## src/hw/rtl/xtea_block_cipher_top_defines.svh

```systemverilog
// Assertion macros shared by the cipher RTL.
// Each macro takes a label, the clock, the active-low reset and the checked terms.
`ifndef XTEA_BLOCK_CIPHER_TOP_DEFINES_SVH
`define XTEA_BLOCK_CIPHER_TOP_DEFINES_SVH

`ifndef SYNTH

// The condition holds at every clock edge outside reset.
`define XTEA_ASSERT_ALWAYS(label, clk, rstn, cond) \
    label: assert property (@(posedge clk) disable iff (!(rstn)) (cond)) \
        else $error("xtea assertion failed");

// The consequent holds in the cycle after the antecedent.
`define XTEA_ASSERT_NEXT(label, clk, rstn, ante, cons) \
    label: assert property (@(posedge clk) disable iff (!(rstn)) (ante) |=> (cons)) \
        else $error("xtea assertion failed");

`else

`define XTEA_ASSERT_ALWAYS(label, clk, rstn, cond)
`define XTEA_ASSERT_NEXT(label, clk, rstn, ante, cons)

`endif

`endif

```

## src/hw/rtl/xtea_pkg.sv

```systemverilog
package xtea_pkg;

    // Data widths.
    localparam int WORD_W     = 32;
    localparam int CFG_ADDR_W = 3;

    // Defaults for the top-level parameters.
    localparam int NUM_CYCLES_DEFAULT  = 32;
    localparam int QUEUE_DEPTH_DEFAULT = 4;

    // Mixing function shifts and key selector position.
    localparam int MIX_SHL       = 4;
    localparam int MIX_SHR       = 5;
    localparam int KEY_SEL_SHIFT = 11;

    // Configuration register indexes.
    localparam logic [CFG_ADDR_W-1:0] REG_KEY0  = 3'd0;
    localparam logic [CFG_ADDR_W-1:0] REG_KEY1  = 3'd1;
    localparam logic [CFG_ADDR_W-1:0] REG_KEY2  = 3'd2;
    localparam logic [CFG_ADDR_W-1:0] REG_KEY3  = 3'd3;
    localparam logic [CFG_ADDR_W-1:0] REG_DELTA = 3'd4;

    // Reset values.
    localparam logic [WORD_W-1:0] KEY_RESET   = 32'h0000_0000;
    localparam logic [WORD_W-1:0] DELTA_RESET = 32'h9E37_79B9;

    // Command codes.
    localparam logic CMD_ENCRYPT = 1'b0;
    localparam logic CMD_DECRYPT = 1'b1;

    typedef logic [WORD_W-1:0] word_t;
    typedef logic [3:0][WORD_W-1:0] key_t;

    // One input item as it waits in the queue.
    typedef struct packed {
        logic  cmd;
        word_t v0;
        word_t v1;
    } item_t;

    // One item in flight through the round pipeline.
    typedef struct packed {
        logic  cmd;
        word_t sum;
        word_t v0;
        word_t v1;
    } stage_t;

    // One Feistel half-round. Encryption runs (v0 update, sum += delta) then
    // (v1 update); decryption runs (v1 update, sum -= delta) then (v0 update).
    // The half that updates v0 keys on sum[1:0], the other on sum[12:11].
    function automatic stage_t half_round(stage_t s, logic odd, key_t k, word_t delta);
        logic       enc;
        logic       upd_v0;
        word_t      src;
        word_t      mixed;
        word_t      keyed;
        logic [1:0] idx;
        stage_t     r;
        enc    = (s.cmd == CMD_ENCRYPT);
        upd_v0 = enc ^ odd;
        r      = s;
        src    = upd_v0 ? s.v1 : s.v0;
        idx    = upd_v0 ? s.sum[1:0] : s.sum[KEY_SEL_SHIFT +: 2];
        mixed  = ((src << MIX_SHL) ^ (src >> MIX_SHR)) + src;
        keyed  = mixed ^ (s.sum + k[idx]);
        if (upd_v0) begin
            r.v0 = enc ? (s.v0 + keyed) : (s.v0 - keyed);
        end else begin
            r.v1 = enc ? (s.v1 + keyed) : (s.v1 - keyed);
        end
        if (!odd) begin
            r.sum = enc ? (s.sum + delta) : (s.sum - delta);
        end
        return r;
    endfunction

endpackage

```

## src/hw/rtl/xtea_front.sv

```systemverilog
`include "xtea_block_cipher_top_defines.svh"

module xtea_front
    import xtea_pkg::*;
#(
    parameter int QUEUE_DEPTH = QUEUE_DEPTH_DEFAULT
) (
    input  logic   aclk,
    input  logic   aresetn,
    input  logic   in_valid,
    output logic   in_ready,
    input  item_t  in_item,
    input  word_t  start_sum,
    output logic   head_valid,
    output stage_t head,
    input  logic   pop
);

    localparam int PTR_W = (QUEUE_DEPTH > 1) ? $clog2(QUEUE_DEPTH) : 1;
    localparam int CNT_W = $clog2(QUEUE_DEPTH + 1);

    item_t            queue_reg [QUEUE_DEPTH];
    logic [PTR_W-1:0] wr_ptr_reg, wr_ptr_next;
    logic [PTR_W-1:0] rd_ptr_reg, rd_ptr_next;
    logic [CNT_W-1:0] count_reg, count_next;
    logic             push;
    item_t            head_item;

    // Accept an item whenever the queue has room.
    assign in_ready   = (count_reg != CNT_W'(QUEUE_DEPTH));
    assign push       = in_valid && in_ready;
    assign head_valid = (count_reg != '0);

    // Pointer and fill count updates.
    always_comb begin
        wr_ptr_next = wr_ptr_reg;
        rd_ptr_next = rd_ptr_reg;
        count_next  = count_reg;
        if (push) begin
            wr_ptr_next = (wr_ptr_reg == PTR_W'(QUEUE_DEPTH - 1)) ? '0 : wr_ptr_reg + 1'b1;
        end
        if (pop) begin
            rd_ptr_next = (rd_ptr_reg == PTR_W'(QUEUE_DEPTH - 1)) ? '0 : rd_ptr_reg + 1'b1;
        end
        if (push && !pop) begin
            count_next = count_reg + 1'b1;
        end else if (pop && !push) begin
            count_next = count_reg - 1'b1;
        end
    end

    always_ff @(posedge aclk) begin
        if (!aresetn) begin
            wr_ptr_reg <= '0;
            rd_ptr_reg <= '0;
            count_reg  <= '0;
        end else begin
            wr_ptr_reg <= wr_ptr_next;
            rd_ptr_reg <= rd_ptr_next;
            count_reg  <= count_next;
        end
    end

    // Queue storage; the payload needs no reset.
    always_ff @(posedge aclk) begin
        if (push) begin
            queue_reg[wr_ptr_reg] <= in_item;
        end
    end

    // Classify the head item: decryption starts the round sum at delta times
    // the cycle count, encryption at zero.
    assign head_item = queue_reg[rd_ptr_reg];
    always_comb begin
        head.cmd = head_item.cmd;
        head.sum = (head_item.cmd == CMD_DECRYPT) ? start_sum : '0;
        head.v0  = head_item.v0;
        head.v1  = head_item.v1;
    end

    `XTEA_ASSERT_ALWAYS(a_count_bound, aclk, aresetn, count_reg <= CNT_W'(QUEUE_DEPTH))
    `XTEA_ASSERT_NEXT(a_pop_drains, aclk, aresetn, pop && !push, count_reg == CNT_W'($past(count_reg) - 1'b1))
    `XTEA_ASSERT_NEXT(a_push_fills, aclk, aresetn, push && !pop, count_reg == CNT_W'($past(count_reg) + 1'b1))

endmodule

```

## config.mk

```make
export PLATFORM = sky130hd
export DESIGN_NAME = xtea_front
export DESIGN_NICKNAME = d
export VERILOG_FILES = /design/src/hw/rtl/xtea_pkg.sv /design/src/hw/rtl/xtea_front.sv
export VERILOG_INCLUDE_DIRS = /design/src /design/src/hw/rtl
export SDC_FILE = /design/constraint.sdc
export NUM_CORES = 1
export LEC_CHECK = 0
export BUFFER_PORTS_ARGS = -buffer_cell sky130_fd_sc_hd__buf_4
export CORE_MARGIN = 3
export CORE_UTILIZATION = 45
export CTS_BUF_LIST = sky130_fd_sc_hd__clkbuf_8
export DETAILED_ROUTE_END_ITERATION = 10
export PLACE_DENSITY_LB_ADDON = 0.2
export SLEW_MARGIN = 0
export SYNTH_ARGS = -nofsm -noshare
export SYNTH_HDL_FRONTEND = slang
export SYNTH_SLANG_ARGS = --single-unit
```

## constraint.sdc

```tcl
create_clock -name aclk -period 3 [get_ports aclk]
set_input_delay 0.45 -clock aclk [delete_from_list [all_inputs] [get_ports aclk]]
set_output_delay 0.45 -clock aclk [all_outputs]
set_load 0.03 [all_outputs]
```

Word-level counts from Yosys, hierarchy flattened. Memories as Yosys holds them, arrays and structs flattened. A register that Yosys moved wholly into a read port is not among the register bits. Index checks and enable logic that the tools add are counted.

RAM bits: 260. Input port bits: 101. Bits in registers: 7. Memories kept: 1. Word-level logic and storage cells: 27. Output and inout port bits: 99.

Add/sub/neg operators: 4. Equality and inequality tests: 3. Mux-type cells: 9. Reductions and logical operators: 7.

Memory list: queue_reg (depth 4, width 65, read ports 1, clocked after memory_dff 1, write ports 1, line xtea_front.sv:22) `item_t queue_reg [QUEUE_DEPTH];`.

Operators by type and width (count): 32-bit two-way mux (1); 2-bit two-way mux (4); 3-bit two-way mux (2); 2-bit by 1-bit adder with 2-bit output (second input constant) (2); 2-bit == test (second input constant) (2); 3-bit by 1-bit adder with 3-bit output (second input constant) (1); 1-bit logical AND (3); 3-bit != test (second input constant) (1); 3-bit nonzero test (1); 3-bit by 1-bit subtractor with 3-bit output (second input constant) (1); 1-bit logical NOT (2); 1-bit two-way mux (2); 2-bit nonzero test (1).

Longest topological paths before layout.
Depth in word-level cells: 6. Depth in mapped cells: 9. Mapped depth without buffers: 8.

Worst setup path after synthesis. OpenSTA, ideal clock, no wires.

Kind: register to register. Start: register count_reg[0]. End: memory queue_reg[0][0] in the netlist's numbering (enable). Slack: 0.235 ns. Path buffers: 1. Data arrival time: 2.335 ns. Stages on the path, launching flop included: 4. Period minus slack after synthesis: 2.765 ns. Data required time: 2.570 ns. Library setup time: 0.430 ns. Cell sequence: dfxtp_1 > or3b_1 > buf_2 > and3_1.

Longest elaborated chain between the ends: 4.

Ends and longest elaborated chain: start: declaration (line xtea_front.sv:25) `logic [CNT_W-1:0] count_reg, count_next;`; start signal: assignment (line xtea_front.sv:60) `count_reg <= count_next;`; 3-bit != test (line xtea_front.sv:30) `assign in_ready = (count_reg != CNT_W'(QUEUE_DEPTH));`; named net in_ready (line xtea_front.sv:11) `output logic in_ready,`; 1-bit logical AND (line xtea_front.sv:31) `assign push = in_valid && in_ready;`; 1-bit two-way mux (line xtea_front.sv:66) `if (push) begin`; 1-bit two-way mux (implied by the code) (line xtea_front.sv:67) `queue_reg[wr_ptr_reg] <= in_item;`; end: declaration (line xtea_front.sv:22).

The timed path passes the listed nets, and every way through them passes these cells.

==> reports/summary.txt <==
Normalized max-slew margin - 0.6038
Critical path peak fanout - 56
Slowest CP cell - mux4_1
Initial Utilization - 0.4632
Vias/cell - 5.109
Synth area leader - edfxtp_1
Overall routing resource usage - 0.1627
Hold-fix buffer count after cts - 0
Diodes inserted - 0
Reg-to-Reg End - count_reg[2]
Via count - 4951
Antenna violations before repair - 0
Count leader, synth - edfxtp_1
RR Startpoint - count_reg[0]
RSZ-0062 raised after global routing - false
Main combinational cell family by area after synthesis - multiplexers
Post-cts resize count - 0
Status - finished, final reports clean
CTS tree - yes
Die Y - 156.8 um
Final setup fails - 0
Reg2Reg Depth - 8
Leakage - 4.561 nW
Simple-gate share of the synthesized area - 0.03741
Crit path arrival time - 2.29 ns
Critical path, cell by cell - buf_12 > mux4_1 > buf_4
Root Driver - clkbuf_8
Final Max Slew Viols - 0
EDFF count, synth - 260
Synth Register Bits - 269
Critical Path Max Stage Delay - 0.61 ns
Min-Delay Path Class - in -> reg
Setup CP Type - reg -> out
Top post-synthesis cells by area - edfxtp_1 76%, mux4_2 13%, and2_4 2.6%, dfxtp_1 1.8%, mux4_1 1.3%
Hold Vio Cnt, Final - 0
Seq/Total Area, Yosys - 0.7804
Worst-path clk slew - 0.06 ns
Fraction of the mapped netlist area in adder cells - 0.009291
IO Count - 200
Critical Path Source Type - flip-flop
Final HPWL DP - 12430 um
Clk_skew - 0.02067 ns
Maximum buffer depth of the clock tree - 3
Layout area overhead - 24.82%
Average size of a mapped cell - 24.20 um^2
DR pass1 iterations - 4
Syn Nets - 531
Hold path endpoint - queue_reg[0][37]
Cells after Synth - 423
Mux contribution to synthesized area - 0.1478
Worst Tran Pin Value - 0.5942 ns
Achievable Freq - 0.3654 GHz
DR iter-0 viols - 295
Endpoint type of the worst setup path - output pin
Post-detailed-route wirelength per cell - 20.57 um
Mapped cell area - 0.01023 mm^2
Routed Antenna Nets - 0
Vias in the first global route - 5533
Cell Pwr Density - 711.4 mW/mm^2
Req. time, crit path - 2.55 ns
Synth cell count leaders - 260 x edfxtp_1, 60 x mux4_2, 30 x and2_4, 9 x dfxtp_1, 7 x buf_2
Post-layout min period - 2.737 ns
Die area - 0.02459 mm^2
Complex-gate fraction of the synthesized area - 0.002445
Yosys warns - 0
Min-delay src - in_item[37]
Worst slack, placed - 0.7402 ns
Maximum VDD drop - 429.1 uV
Max reg flops - 260
Number of library cell types mapped by synthesis - 29
Clock Latency Late Sink - 0.53 ns
Number of buffers created by CTS - 43
Setup bufs post-CTS - 0
R2r setup slk - 0.76 ns
Nets - 767
Port-buffer cells - 199
Max-Cap Viols - 0
Final Cycle Share - 0.9122
Worst hold stages - 1
DRC viols - 0
Post-synth ARST share - 0
# rows - 54
Setup WS post-layout - 0.2633 ns
Ys flop type - edfxtp_1
Synth top area share - 0.7628
Largest net degree at the start of global routing - 65
Clock sinks - 269
CTS H-tree lvls - 2
Global-route wire length before repair - 30550 um
Final WL - 19930 um
Synth Area in XOR/XNOR - 0.001711
Share of layout cells above drive strength 1 - 0.5167
Setup tns final - 0 ns
Overflow after GRT - 0
Core area - 0.02209 mm^2
Die width - 156.8 um
RePlAce Congestion - 0.7417
[power breakdown]
part	switching (mW)	total [mW]	leakage [nW]	internal (mW)
clock	1.30	2.63	0.406	1.33
combinational	1.09	1.86	1.70	0.774
sequential	0.0897	4.60	2.46	4.51
total	2.47	9.09	4.56	6.61
[final cells by class]
cell class | count | area, um^2
Clock buffer | 43 | 591.8
Clock inverter | 32 | 130.1
Fill cell | 1639 | 9319
Inverter | 4 | 15.01
Multi-Input combinational cell | 131 | 2053
Sequential cell | 269 | 7995
Tap cell | 280 | 350.3
Timing Repair Buffer | 210 | 1639
[routing by layer]
metal	wire length, um	track usage
met3	1534	0.05033
met5	0	0
met1	7973	0.2054
met4	334	0.04877
met2	10090	0.2729
[cells in the final DEF (no fill, tap or decap)]
cell	instances
ha_1	6
buf_12	5
buf_4	205
clkinv_1	16
and3_4	4
dfxtp_1	7
or3_1	2
mux4_2	60
nor3_1	1
xnor2_1	1
o21ai_1	1
o21ai_0	1
dfxtp_4	2
nand4_1	1
clkbuf_8	43
and2_1	1
edfxtp_1	260
a21boi_0	1
or3b_1	1
inv_1	16
mux2i_1	3
clkinvlp_4	2
nand2_1	3
and2_2	3
clkinv_2	2
o21a_1	1
and2_4	30
fa_1	1
mux4_1	5
nor2_1	1
xor2_1	1
nor2b_1	3
[worst max-delay path: cells and delay by family (launching register included)]
kind / cells / cell delay, ns
buffers and inverters: 2 / 0.58
multiplexers: 1 / 0.61
flip-flops: 1 / 0.48
[worst max-delay path by stage]
stage	slack [ns]	from	to
CTS	0.16	flip-flop	head[37]
global route	0.09	flip-flop	head[37]
global placement	0.75	flip-flop	head[37]
finish	0.26	flip-flop	head[1]
floorplan	0.23	count_reg[0]	queue_reg[0][0]
detailed placement	0.74	flip-flop	head[37]
[cell families (layout without fill, tap and decap cells)]
family	after synthesis	count (layout)
fa+ha+maj	7	7
xor+xnor	2	2
compound gates	4	4
flops	269	269
simple gates	50	50
buf+inv	23	289
mux	68	68
[through the flow]
stage | utilization | std cells | cell area [um^2] | hold WS, ns | power [mW]
3_3_place_gp | 0.5455 | 894 | 12050 | 0.4805 | 6.529
2_1_floorplan | - | 423 | 10230 | 0.4669 | 5.857
5_1_grt | 0.5782 | 969 | 12770 | 0.08764 | 9.518
4_1_cts | 0.5782 | 969 | 12770 | 0.07964 | 9.244
6_report | 0.5782 | 969 | 12770 | 0.1204 | 9.088
3_5_place_dp | 0.5455 | 894 | 12050 | 0.5023 | 6.580
Power figures use the tool's default switching activity.
